$ cat src/ebac_pkg.sv
// Shared types and constants of the accumulator core.
package ebac_pkg;
	localparam int MEM_BYTES = 4096;
	localparam int MEM_AW    = $clog2(MEM_BYTES);
	localparam int NUM_REGS  = 16;

	localparam logic [1:0] OP_EXEC  = 2'd0;
	localparam logic [1:0] OP_WRITE = 2'd1;
	localparam logic [1:0] OP_SETPC = 2'd2;

	typedef struct packed {
		logic [1:0]  op;
		logic [15:0] addr;
		logic [7:0]  wdata;
		logic [3:0]  ext_flags;
		logic [7:0]  in_port;
	} cmd_t;

	typedef struct packed {
		logic [7:0] instr;
		logic       idle;
		logic       q_pin;
		logic       port_valid;
		logic [2:0] port_num;
		logic [7:0] port_data;
		logic       int_enable;
	} rsp_t;
endpackage

$ cat src/ebac_alu.sv
// Accumulator arithmetic, logic and shifts for the 7x and Fx groups.
module ebac_alu import ebac_pkg::*; (
	input  logic [7:0] opc,
	input  logic [7:0] d,
	input  logic [7:0] m,
	input  logic       df,
	output logic [7:0] d_nx,
	output logic       df_nx
);
	logic       withc;
	logic       cin_add;
	logic       cin_sub;
	logic [8:0] sum;

	assign withc   = (opc[7:4] == 4'h7);
	assign cin_add = withc ? df : 1'b0;
	assign cin_sub = withc ? df : 1'b1;

	always_comb begin
		sum   = 9'd0;
		d_nx  = d;
		df_nx = df;
		case (opc[2:0])
			3'd0: d_nx = m;
			3'd1: d_nx = d | m;
			3'd2: d_nx = d & m;
			3'd3: d_nx = d ^ m;
			3'd4: begin
				sum = {1'b0, d} + {1'b0, m} + {8'd0, cin_add};
				{df_nx, d_nx} = sum;
			end
			3'd5: begin
				sum = {1'b0, m} + {1'b0, ~d} + {8'd0, cin_sub};
				{df_nx, d_nx} = sum;
			end
			3'd6: begin
				if (opc[3]) begin
					d_nx  = {d[6:0], withc & df};
					df_nx = d[7];
				end else begin
					d_nx  = {withc & df, d[7:1]};
					df_nx = d[0];
				end
			end
			3'd7: begin
				sum = {1'b0, d} + {1'b0, ~m} + {8'd0, cin_sub};
				{df_nx, d_nx} = sum;
			end
			default: d_nx = d;
		endcase
	end
endmodule

$ cat config.mk
export PLATFORM = sky130hd
export DESIGN_NAME = ebac_alu
export DESIGN_NICKNAME = d
export VERILOG_FILES = /design/src/ebac_pkg.sv /design/src/ebac_alu.sv
export SDC_FILE = /design/constraint.sdc
export NUM_CORES = 1
export LEC_CHECK = 0
export ABC_AREA = 0
export BUFFER_PORTS_ARGS = -buffer_cell sky130_fd_sc_hd__buf_2
export CAP_MARGIN = 20
export CORE_MARGIN = 10
export CORE_UTILIZATION = 35
export DETAILED_ROUTE_END_ITERATION = 12
export GPL_TIMING_DRIVEN = 0
export PLACE_DENSITY = 0.57
export SETUP_SLACK_MARGIN = 0.2
export SLEW_MARGIN = 25
export SYNTH_ARGS = -nofsm -noshare
export SYNTH_HDL_FRONTEND = slang
export SYNTH_SLANG_ARGS = --single-unit
export TNS_END_PERCENT = 20
$ cat constraint.sdc
create_clock -name vclk -period 3.5
set_input_delay 0.7 -clock vclk [all_inputs]
set_output_delay 0.7 -clock vclk [all_outputs]
set_load 0.02 [all_outputs]
==> results.toml <==
[synth]
netlist.area_leader.share_pct = 21.4
synth_cell_type_count = 47
netlist_area_sq_um = 1750
syn_nets = 307
synthCells = 246
syn_area_per_cell_sq_um = 7.13
synth_area_leaders = "ha_1, mux2i_1, a21oi_1, fa_1, inv_1"
synth_top_area_cell = "ha_1"
yosysSeqAreaShare_pct = 0
yosysWarnings = 0

[grt]
grt_use_total_pct = 13.6
grt_overflow_total = 0
antenna_found_initial = 0
grt_pass1_wl_um = 9760
grt_start_max_net_pins = 11
grt_pass1_vias = 1945

[worst_setup_path]
path_cells = "buf_6 -> nand4b_1 -> nand2b_4 -> fa_2 -> fa_2 -> a21oi_2 -> o21bai_2 -> a21oi_2 -> o21bai_2 -> xor2_1 -> o211ai_1 -> buf_4"
path_delay_family = "compound AO/OA/AOI/OAI gates"
max_stage_delay_ns = 0.38
cp.arrival_ns = 3.04
crit_buf_inv = 2
start_kind = "input port"
cp-end-kind = "primary output"
critPathKind = "input port to primary output"
crit_required_ns = 2.80
cp_slowest_cell = "fa_2"
cp_max_fo = 3

[run_status]
status = "complete, but fails checks"
failed_checks = "setup timing"

[timing]
drv_slew = 0
fin_setup_tns_ns = -0.780
setup_viol = 6
period_minus_slack_ns = 3.74
fin_crit_sh_pct = 107
fin_ws_ns = -0.236
rsz0062_at_grt = "yes"
relSlewSlack_pct = 56.9
max_freq_mhz = 268
finalHoldViolations = 0
worstMarginPinSlew_ns = 0.647

[power]
p_leak_nw = 1.01
power_density_nw_per_um2 = 161
ir_worst_vdd_mv = 0.0835

[cells_and_area]
area_growth_pct = 19.5
nClkBuffers = 0
stdcell_count = 348
fillers = 500
layout-drive-gt1-share_pct = 22.8
regArea_sq_um = 0
design.seq.count = 0
final_nets = 344
finish.utilization_pct = 43.8
num_antenna_cells = 0

[detailed_routing]
highest_layer = "met4"
drc = 0
antenna_left = 0
wirelength_um = 5900
met3WireLength_um = 505
drt_iter0_markers = 181
met1Wirelength_um = 2710
wl_per_cell_um = 17.0
viasPerCell = 5.51
wl_met2_um = 2620
vias = 1918
dr.pass1.iters = 4

[floorplanning]
ios = 34
core-area_sq_um = 4790
initial_core_util_pct = 36.7
die_height_um = 90.8
dieArea_sq_um = 8240
num_rows = 25
fp.dieW_um = 90.8

[clock_tree]
cts_hold_buffers = 0

[run]
cap_violations = 0

[place]
io_buffers = 34
placedCellCount = 347
gp_congestion = 0.900
post-dp-hpwl_um = 4640

[hold_path]
hold_end = "d_nx[7]"
holdPathStages = 4
hp-class = "input port to primary output"
worstHoldStart = "m[7]"
final cells by class:
cell class	count	area, sq um	share of cell area [%]
plain buffers	16	82.6	3.94
repair buffers	35	196	9.37
multi-input cells	202	1630	77.7
well taps	67	83.8	4.00
inverters	28	105	5.01
cell usage after synthesis, types with 3 or more instances:
library cell	count
xnor2_1	5
nand3_1	3
a21o_1	3
ha_1	30
o31ai_1	4
clkbuf_1	7
o22ai_1	3
and3_1	3
inv_1	28
buf_2	6
o221ai_1	5
nand2_1	15
nor2_1	24
xor2_1	3
a221oi_1	4
a211oi_1	4
o21ai_0	11
a21oi_1	24
o21bai_1	5
fa_1	6
nor2b_1	3
nor3_1	3
mux2i_1	13
o211ai_1	5
worst max-delay path by stage:
stage / from / endpoint / slack [ns] / depth (start not counted)
finish: opc[7] / d_nx[6] / -0.24 / 12
global route: opc[7] / d_nx[6] / -0.34 / 12
CTS: opc[7] / d_nx[6] / -0.27 / 12
detailed placement: opc[4] / df_nx / -0.39 / 13
global placement: df / df_nx / -0.39 / 13
floorplan: opc[7] / d_nx[6] / 0.06 / 10
report_power, final:
part / switching, W / total (W) / internal [W]
logic: 0.000202 / 0.000337 / 0.000135
clock network: 0 / 0 / 0
registers: 0 / 0 / 0
total: 0.000202 / 0.000337 / 0.000135
cells in the final DEF (no fill, tap or decap), types with 6 or more instances in the layout:
master / instances
a21oi_1: 18
a21oi_2: 6
buf_2: 34
buf_4: 6
clkbuf_1: 7
ha_1: 30
inv_1: 27
mux2i_1: 13
nand2_1: 15
nor2_1: 24
o21ai_0: 8
cell families (layout without fill, tap and decap cells):
logic type	count (synthesis)	in the layout	share of synthesized area, %
AO/OA/AOI/OAI	86	86	34.1
AND/OR/NAND/NOR	59	59	15.5
buffers and inverters	44	79	10.7
adder cells (fa/ha/maj)	36	36	28.2
multiplexers	13	13	7.42
XOR/XNOR	8	8	3.99
per-stage QoR:
step	worst slack [ns]	hold slack, ns	power, W	instance area (sq um)
global placement	-0.387	1.79	0.000318	2030
global route	-0.343	1.83	0.000373	2100
CTS	-0.269	1.79	0.000329	2070
floorplan	0.0647	1.58	0.000222	1780
finish	-0.236	1.78	0.000337	2100
detailed placement	-0.386	1.79	0.000317	2030
per-layer routing:
metal	vias up	GRT usage, %
met4	0	1.57
met3	6	1.75
met1	875	19.2
met2	84	21.9
met5	-	0
li1	953	-
repair_timing:
item	4_1_cts	5_1_grt
pin swaps	4	5
setup buffers	0	1
gates resized for setup	12	9
setup endpoints to repair	8	8
Note: power is estimated with default switching activity, not from simulation.
