[src/ebac_pkg.sv]
// Shared types and constants of the accumulator core.
package ebac_pkg;
	localparam int MEM_BYTES = 4096;
	localparam int MEM_AW    = $clog2(MEM_BYTES);
	localparam int NUM_REGS  = 16;

	localparam logic [1:0] OP_EXEC  = 2'd0;
	localparam logic [1:0] OP_WRITE = 2'd1;
	localparam logic [1:0] OP_SETPC = 2'd2;

	typedef struct packed {
		logic [1:0]  op;
		logic [15:0] addr;
		logic [7:0]  wdata;
		logic [3:0]  ext_flags;
		logic [7:0]  in_port;
	} cmd_t;

	typedef struct packed {
		logic [7:0] instr;
		logic       idle;
		logic       q_pin;
		logic       port_valid;
		logic [2:0] port_num;
		logic [7:0] port_data;
		logic       int_enable;
	} rsp_t;
endpackage

[src/ebac_regfile.sv]
// Sixteen 16-bit scratch registers, one read and one write port, reset to zero.
module ebac_regfile import ebac_pkg::*; (
	input  logic        clk,
	input  logic        arst_n,
	input  logic [3:0]  raddr,
	output logic [15:0] rdata,
	input  logic        we,
	input  logic [3:0]  waddr,
	input  logic [15:0] wdata
);
	logic [15:0]         mem_q [NUM_REGS];
	logic [15:0]         rd_q;
	logic [NUM_REGS-1:0] valid_q;
	logic                rvalid_q;

	always_ff @(posedge clk) begin
		if (we) begin
			mem_q[waddr] <= wdata;
		end
		rd_q <= mem_q[raddr];
	end

	// an entry never written reads as zero
	always_ff @(posedge clk or negedge arst_n) begin
		if (!arst_n) begin
			valid_q  <= '0;
			rvalid_q <= 1'b0;
		end else begin
			if (we) begin
				valid_q[waddr] <= 1'b1;
			end
			rvalid_q <= valid_q[raddr];
		end
	end

	assign rdata = rvalid_q ? rd_q : 16'h0000;
endmodule

[config.mk]
export PLATFORM = sky130hd
export DESIGN_NAME = ebac_regfile
export DESIGN_NICKNAME = d
export VERILOG_FILES = /design/src/ebac_pkg.sv /design/src/ebac_regfile.sv
export SDC_FILE = /design/constraint.sdc
export NUM_CORES = 1
export LEC_CHECK = 0
export ABC_AREA = 1
export BUFFER_PORTS_ARGS = -buffer_cell sky130_fd_sc_hd__buf_2
export CAP_MARGIN = 10
export CORE_ASPECT_RATIO = 1.75
export CORE_MARGIN = 10
export CORE_UTILIZATION = 62
export DETAILED_ROUTE_END_ITERATION = 16
export PLACE_DENSITY_LB_ADDON = 0.08
export SYNTH_ARGS = -nofsm -noshare
export SYNTH_HDL_FRONTEND = slang
export SYNTH_SLANG_ARGS = --single-unit
[constraint.sdc]
create_clock -name clk -period 1.7 [get_ports clk]
set_clock_uncertainty 0.1 [all_clocks]
set_input_delay 0.34 -clock clk [delete_from_list [all_inputs] [get_ports clk]]
set_output_delay 0.34 -clock clk [all_outputs]
set_load 0.01 [all_outputs]
==> impl_metrics.py, run 1 <==
metrics = {
    "outcome": {
        "status": "complete, but fails checks",
        "violations": "setup timing",
    },
    "drt": {
        "drt_iter0_drc": 838,
        "num_vias": 8195,
        "route.detailed.drc": 0,
        "wl_mm": 28.1,
        "avgViaCountPerCell": 5.39,
        "wl_per_cell_um": 18.4,
        "final_antenna_net_count": 0,
        "firstDrtPassIters": 5,
    },
    "yosys": {
        "syn_nets": 1220,
        "yosysUniqueCellTypes": 15,
        "synth-simple-area-share_pct": 20.7,
        "syn_area_per_cell_um2": 10.2,
        "synthCells": 1193,
        "synth_compound_area_share_pct": 0.658,
        "synth-xor-area-share_pct": 0,
        "synth_top_family_by_area": "simple AND/OR/NAND/NOR gates",
        "syn_area_mm2": 0.0122,
        "yosys_register_bits": 289,
        "synth_warnings": 0,
        "synthMuxAreaShare_pct": 0,
        "synth-adder-area-share_pct": 0,
        "synth_seq_area_share_pct": 69.3,
    },
    "global_route": {
        "gr-total-overflow": 0,
        "grt_max_degree": 43,
        "grt_pass1_wl_mm": 44.0,
        "grt_pass1_vias": 8069,
        "antenna_found_initial": 0,
        "grt_util_all_layers_pct": 21.5,
    },
    "cells_and_area": {
        "final_area_mm2": 0.0139,
        "drive_gt1_share_pct": 11.6,
        "fin_util_pct": 72.3,
        "n_antenna_cell": 0,
        "syn2layout_area_growth_pct": 14.0,
        "nNetsFinal": 1289,
        "instances_no_fill": 1521,
    },
    "sta": {
        "fin_tns_setup_ns": -2.03,
        "fin_ws_ns": -0.141,
        "maxSlewHeadroom_pct": 69.1,
        "worst_slew_pin_slew_ns": 0.464,
        "hold_viol_final": 0,
        "post-route-min-period_ns": 1.84,
        "whs_ns": 0.108,
        "rsz0062_at_grt": "true",
        "max_freq_ghz": 0.543,
        "slew_viol_final": 0,
        "finalSetupViolations": 16,
        "fin_crit_sh_pct": 108,
    },
    "min_path": {
        "min_path_type": "in -> reg",
    },
    "power_and_ir_drop": {
        "total_power_mw": 14.3,
        "power_density_mw_per_mm2": 1030,
        "peakVddDrop_mv": 0.962,
        "p_leak_nw": 6.18,
    },
    "clocking": {
        "cts-root-buf": "clkbuf_16",
        "clkTransAtPathRegs_ns": 0.07,
        "cts_setup_buffers": 0,
        "cts_made_buffers": 25,
        "tritoncts": "yes",
        "cts_buffer_depth": 3,
        "htreeDepth": 1,
        "clk_latency_ns": 0.52,
        "cts_sinks": 289,
    },
    "worst_setup_path": {
        "cp-start-kind": "flip-flop",
        "cp-end-kind": "primary output",
        "cp.required_ns": 1.26,
        "arrival_ns": 1.40,
        "worstSetupPathType": "reg -> out",
        "critical_path.max_fanout": 16,
    },
    "floorplanning": {
        "fp.dieW_um": 126,
        "rows": 67,
        "num_io_pins": 43,
        "start_util_pct": 63.4,
        "core_area_mm2": 0.0192,
        "dieArea_mm2": 0.0259,
        "die_h_um": 205,
    },
    "place": {
        "post_dp_cell_area_mm2": 0.0131,
        "hpwl_mm": 17.6,
        "dp.cells": 1475,
        "port_buffers": 42,
        "post-place-ws_ns": 0.0538,
        "routabilityCongestion": 0.827,
    },
    "job": {
        "cap_violations": 0,
    },
}
-- Yosys cell counts --
cell | number | area, µm²
inv_2 | 2 | 7.51
nand2_1 | 375 | 1410
o21ai_0 | 16 | 80.1
buf_2 | 23 | 115
dfrtp_1 | 17 | 425
clkinv_1 | 2 | 7.51
buf_4 | 7 | 52.6
buf_1 | 4 | 15.0
inv_1 | 227 | 852
nand3_1 | 208 | 1040
buf_6 | 1 | 11.3
edfxtp_1 | 256 | 7690
dfxtp_1 | 16 | 320
clkbuf_1 | 21 | 78.8
nor2_1 | 18 | 67.6
-- report_power, final --
group	switching [mW]	leakage [nW]	total [mW]	internal, mW
combinational	0.714	3.22	1.05	0.337
sequential	0.0593	2.60	7.96	7.90
clock	2.39	0.369	5.28	2.89
total	3.16	6.18	14.3	11.1
-- critical path, stage by stage, from the launching register on --
cell	delay [ns]
dfrtp_4	0.60
nand2_1	0.11
inv_1	0.04
buf_2	0.13
-- area by class of cell --
class,count,area (µm²)
tap,241,302
clock inverter,13,82.6
inverter,231,870
multi-input combinational,617,2640
fill,1412,5320
sequential,289,8440
clock buffer,32,662
timing repair buffer,98,886
-- cell families (layout without fill, tap and decap cells) --
family / after synthesis / in the layout
AND/OR/NAND/NOR: 601 / 601
flip-flops: 289 / 289
buffers and inverters: 287 / 374
AO/OA/AOI/OAI: 16 / 16
-- routing by layer --
layer	part of all wire, %	GRT usage [%]	vias to the layer above
li1	-	-	3944
met1	38	26.7	3918
met2	53	38.2	290
met3	6.7	2.58	43
met4	2.5	6.73	0
met5	0	0	-
-- placed cells by master (no fill, tap or decap) --
cell,n
dfrtp_1,16
dfxtp_1,16
buf_12,20
dlygate4sd3_1,1
clkbuf_16,25
nor2_1,2
buf_4,36
nand2_1,375
inv_4,1
edfxtp_1,256
inv_2,1
buf_2,41
clkinv_1,8
o21ai_0,16
clkbuf_1,6
nand3_1,208
dfrtp_4,1
bufinv_16,1
clkinv_2,6
clkbuf_8,1
nor2_2,16
inv_1,227
-- sequential cells by signal, summed over array words and instances (netlist names) --
signal and cells:
valid_q 16, mem_q 256, rd_q 16, rvalid_q 1
-- path summary, 6_finish.rpt --
check	from	end	slack, ns	depth (start not counted)
worst max-delay path	rvalid_q	rdata[7]	-0.14	3
worst min-delay path	wdata[8]	mem_q[10][8]	0.11	1
worst max register to register	mem_q[15][4]	rd_q[4]	0.58	6
worst min register to register	valid_q[5]	valid_q[5]	0.36	2
max in group asynchronous	arst_n	rvalid_q	0.99	2
min in group asynchronous	arst_n	valid_q[2]	0.18	2
-- timing repair --
item                       in CTS  in global routing
hold buffers                    1                  0
resized for setup               2                  0
pin swaps                       0                  0
setup endpoints to repair      16                 16
hold endpoints to repair       17                  0
Note: power is estimated with default switching activity, not from simulation.
==> inputs of run 2 (changes only) <==
--- a/config.mk
+++ b/config.mk
@@ -8,9 +8,9 @@
 export ABC_AREA = 1
 export BUFFER_PORTS_ARGS = -buffer_cell sky130_fd_sc_hd__buf_2
 export CAP_MARGIN = 10
-export CORE_ASPECT_RATIO = 1.75
 export CORE_MARGIN = 10
 export CORE_UTILIZATION = 62
+export CTS_CLUSTER_DIAMETER = 40
 export DETAILED_ROUTE_END_ITERATION = 16
 export PLACE_DENSITY_LB_ADDON = 0.08
 export SYNTH_ARGS = -nofsm -noshare
==> impl_metrics.py, run 2 (same netlist as run 1, synthesis figures left out) <==
metrics = {
    "clocking": {
        "clkTransAtPathRegs_ns": 0.06,
        "cts_sinks": 289,
        "clk_latency_ns": 0.50,
        "cts_made_buffers": 36,
        "htreeDepth": 2,
        "cts_setup_buffers": 0,
        "tritoncts": "yes",
        "cts-root-buf": "clkbuf_16",
        "cts_buffer_depth": 3,
    },
    "sta": {
        "hold_viol_final": 0,
        "worst_slew_pin_slew_ns": 0.401,
        "max_freq_ghz": 0.567,
        "slew_viol_final": 0,
        "fin_ws_ns": -0.0639,
        "fin_tns_setup_ns": -0.692,
        "maxSlewHeadroom_pct": 73.3,
        "finalSetupViolations": 16,
        "rsz0062_at_grt": "true",
        "post-route-min-period_ns": 1.76,
        "whs_ns": 0.115,
        "fin_crit_sh_pct": 104,
    },
    "floorplanning": {
        "core_area_mm2": 0.0194,
        "rows": 51,
        "num_io_pins": 43,
        "die_h_um": 160,
        "fp.dieW_um": 160,
        "start_util_pct": 62.7,
        "dieArea_mm2": 0.0256,
    },
    "worst_setup_path": {
        "worst-r2r-cell-count": 6,
        "arrival_ns": 1.32,
        "cp-end-kind": "primary output",
        "crit_family": "flip-flops",
        "cp-start-kind": "flip-flop",
        "r2r_start": "mem_q[8][1]",
        "path_cells": "buf_12 > nand2_1 > inv_1 > buf_4",
        "r2r_slack_ns": 0.56,
        "crit_buf_inv": 3,
        "r2r_end": "rd_q[1]",
        "worstSetupPathType": "reg -> out",
        "crit_path_top_delay_cell": "dfrtp_1",
        "critPathMaxStageDelay_ns": 0.40,
        "critical_path.max_fanout": 16,
        "cp.required_ns": 1.26,
    },
    "min_path": {
        "hold_end": "mem_q[7][6]",
        "min_from": "wdata[6]",
        "whs_path_depth": 1,
        "min_path_type": "in -> reg",
    },
    "outcome": {
        "status": "complete, but fails checks",
        "violations": "setup timing",
    },
    "cells_and_area": {
        "final_common_cell": "nand2_1",
        "largest_reg_flops": 256,
        "final_area_mm2": 0.0142,
        "reg_top3": "mem_q: 256 flops, rd_q: 16 flops, valid_q: 16 flops",
        "n_antenna_cell": 0,
        "regMostFlops": "mem_q",
        "final_cell_mix": "nand2_1, edfxtp_1, inv_1, nand3_1, clkbuf_16",
        "syn2layout_area_growth_pct": 17.1,
        "nNetsFinal": 1287,
        "fin_util_pct": 73.4,
        "drive_gt1_share_pct": 12.7,
    },
    "power_and_ir_drop": {
        "p_leak_nw": 6.33,
        "peakVddDrop_mv": 0.918,
        "power_density_mw_per_mm2": 1150,
    },
    "place": {
        "port_buffers": 42,
        "post_dp_cell_area_mm2": 0.0130,
        "routabilityCongestion": 0.849,
        "post-place-ws_ns": 0.0752,
        "hpwl_mm": 16.6,
    },
    "drt": {
        "wl_mm": 28.0,
        "final_antenna_net_count": 0,
        "firstDrtPassIters": 6,
        "num_vias": 8236,
        "wl_per_cell_um": 18.1,
        "avgViaCountPerCell": 5.31,
        "drt_iter0_drc": 758,
        "route.detailed.drc": 0,
    },
    "global_route": {
        "grt_util_all_layers_pct": 21.7,
        "antenna_found_initial": 0,
        "grt_max_degree": 69,
        "grt_pass1_wl_mm": 44.0,
        "grt_pass1_vias": 8226,
        "gr-total-overflow": 0,
    },
    "job": {
        "cap_violations": 0,
    },
}
run 2: cell types whose count changed in the layout (fill, tap and decap cells not counted), sizes merged:
cell / previous run / this run
buf: 97 / 84
clkbuf: 32 / 44
clkinv: 14 / 15
bufinv: 1 / 2
clkinvlp: 0 / 4
run 2: what timing repair did:
action | CTS | global route
resized for setup | 5 | 9
pin swaps | 0 | 0
endpoints found under the setup margin | 16 | 16
hold endpoints to repair | 17 | 0
hold buffers | 1 | 0
run 2: report_power, final:
| group | switching, mW | internal [mW] | total, mW |
|---|---|---|---|
| combinational | 0.732 | 0.346 | 1.08 |
| clock | 2.83 | 4.48 | 7.30 |
| sequential | 0.0447 | 7.91 | 7.95 |
run 2: metrics by stage:
step | power [mW] | cells
final | 16.3 | 1550
after global routing | 16.8 | 1550
after CTS | 16.4 | 1550
after detailed placement | 9.13 | 1486
after global placement | 9.11 | 1486
after floorplan | 8.66 | 1193
run 2: how the worst max path moves through the flow:
stage,startpoint,endpoint,cells past startpoint
2_1_floorplan,waddr[2],mem_q[4][0],4
3_3_place_gp,waddr[2],mem_q[9][10],5
3_5_place_dp,waddr[0],mem_q[2][8],5
4_1_cts,rvalid_q,rdata[5],4
5_1_grt,rvalid_q,rdata[5],4
6_report,rvalid_q,rdata[5],4
run 2: area by class of cell:
cell class                 count  area [µm²]
inverter                     231         870
sequential                   289        8430
clock buffer                  44         993
tap                          265         332
clock inverter                19         170
timing repair buffer          85         812
fill                        1335        5150
multi-input combinational    617        2640
run 2: worst register-to-register path, cell delays in order, from the launching register on:
cell	delay (ns)
edfxtp_1	0.37
inv_1	0.06
nand2_1	0.06
nand3_1	0.11
nand3_1	0.14
nand3_1	0.12
nand2_1	0.06
run 2: routing by layer:
metal / vias to the layer above / track usage, % / routed length [µm]
li1: 3956 / - / -
met1: 3882 / 28.8 / 11400
met2: 337 / 34.8 / 13400
met3: 61 / 4.22 / 2390
met4: 0 / 8.31 / 900
met5: - / 0 / 0
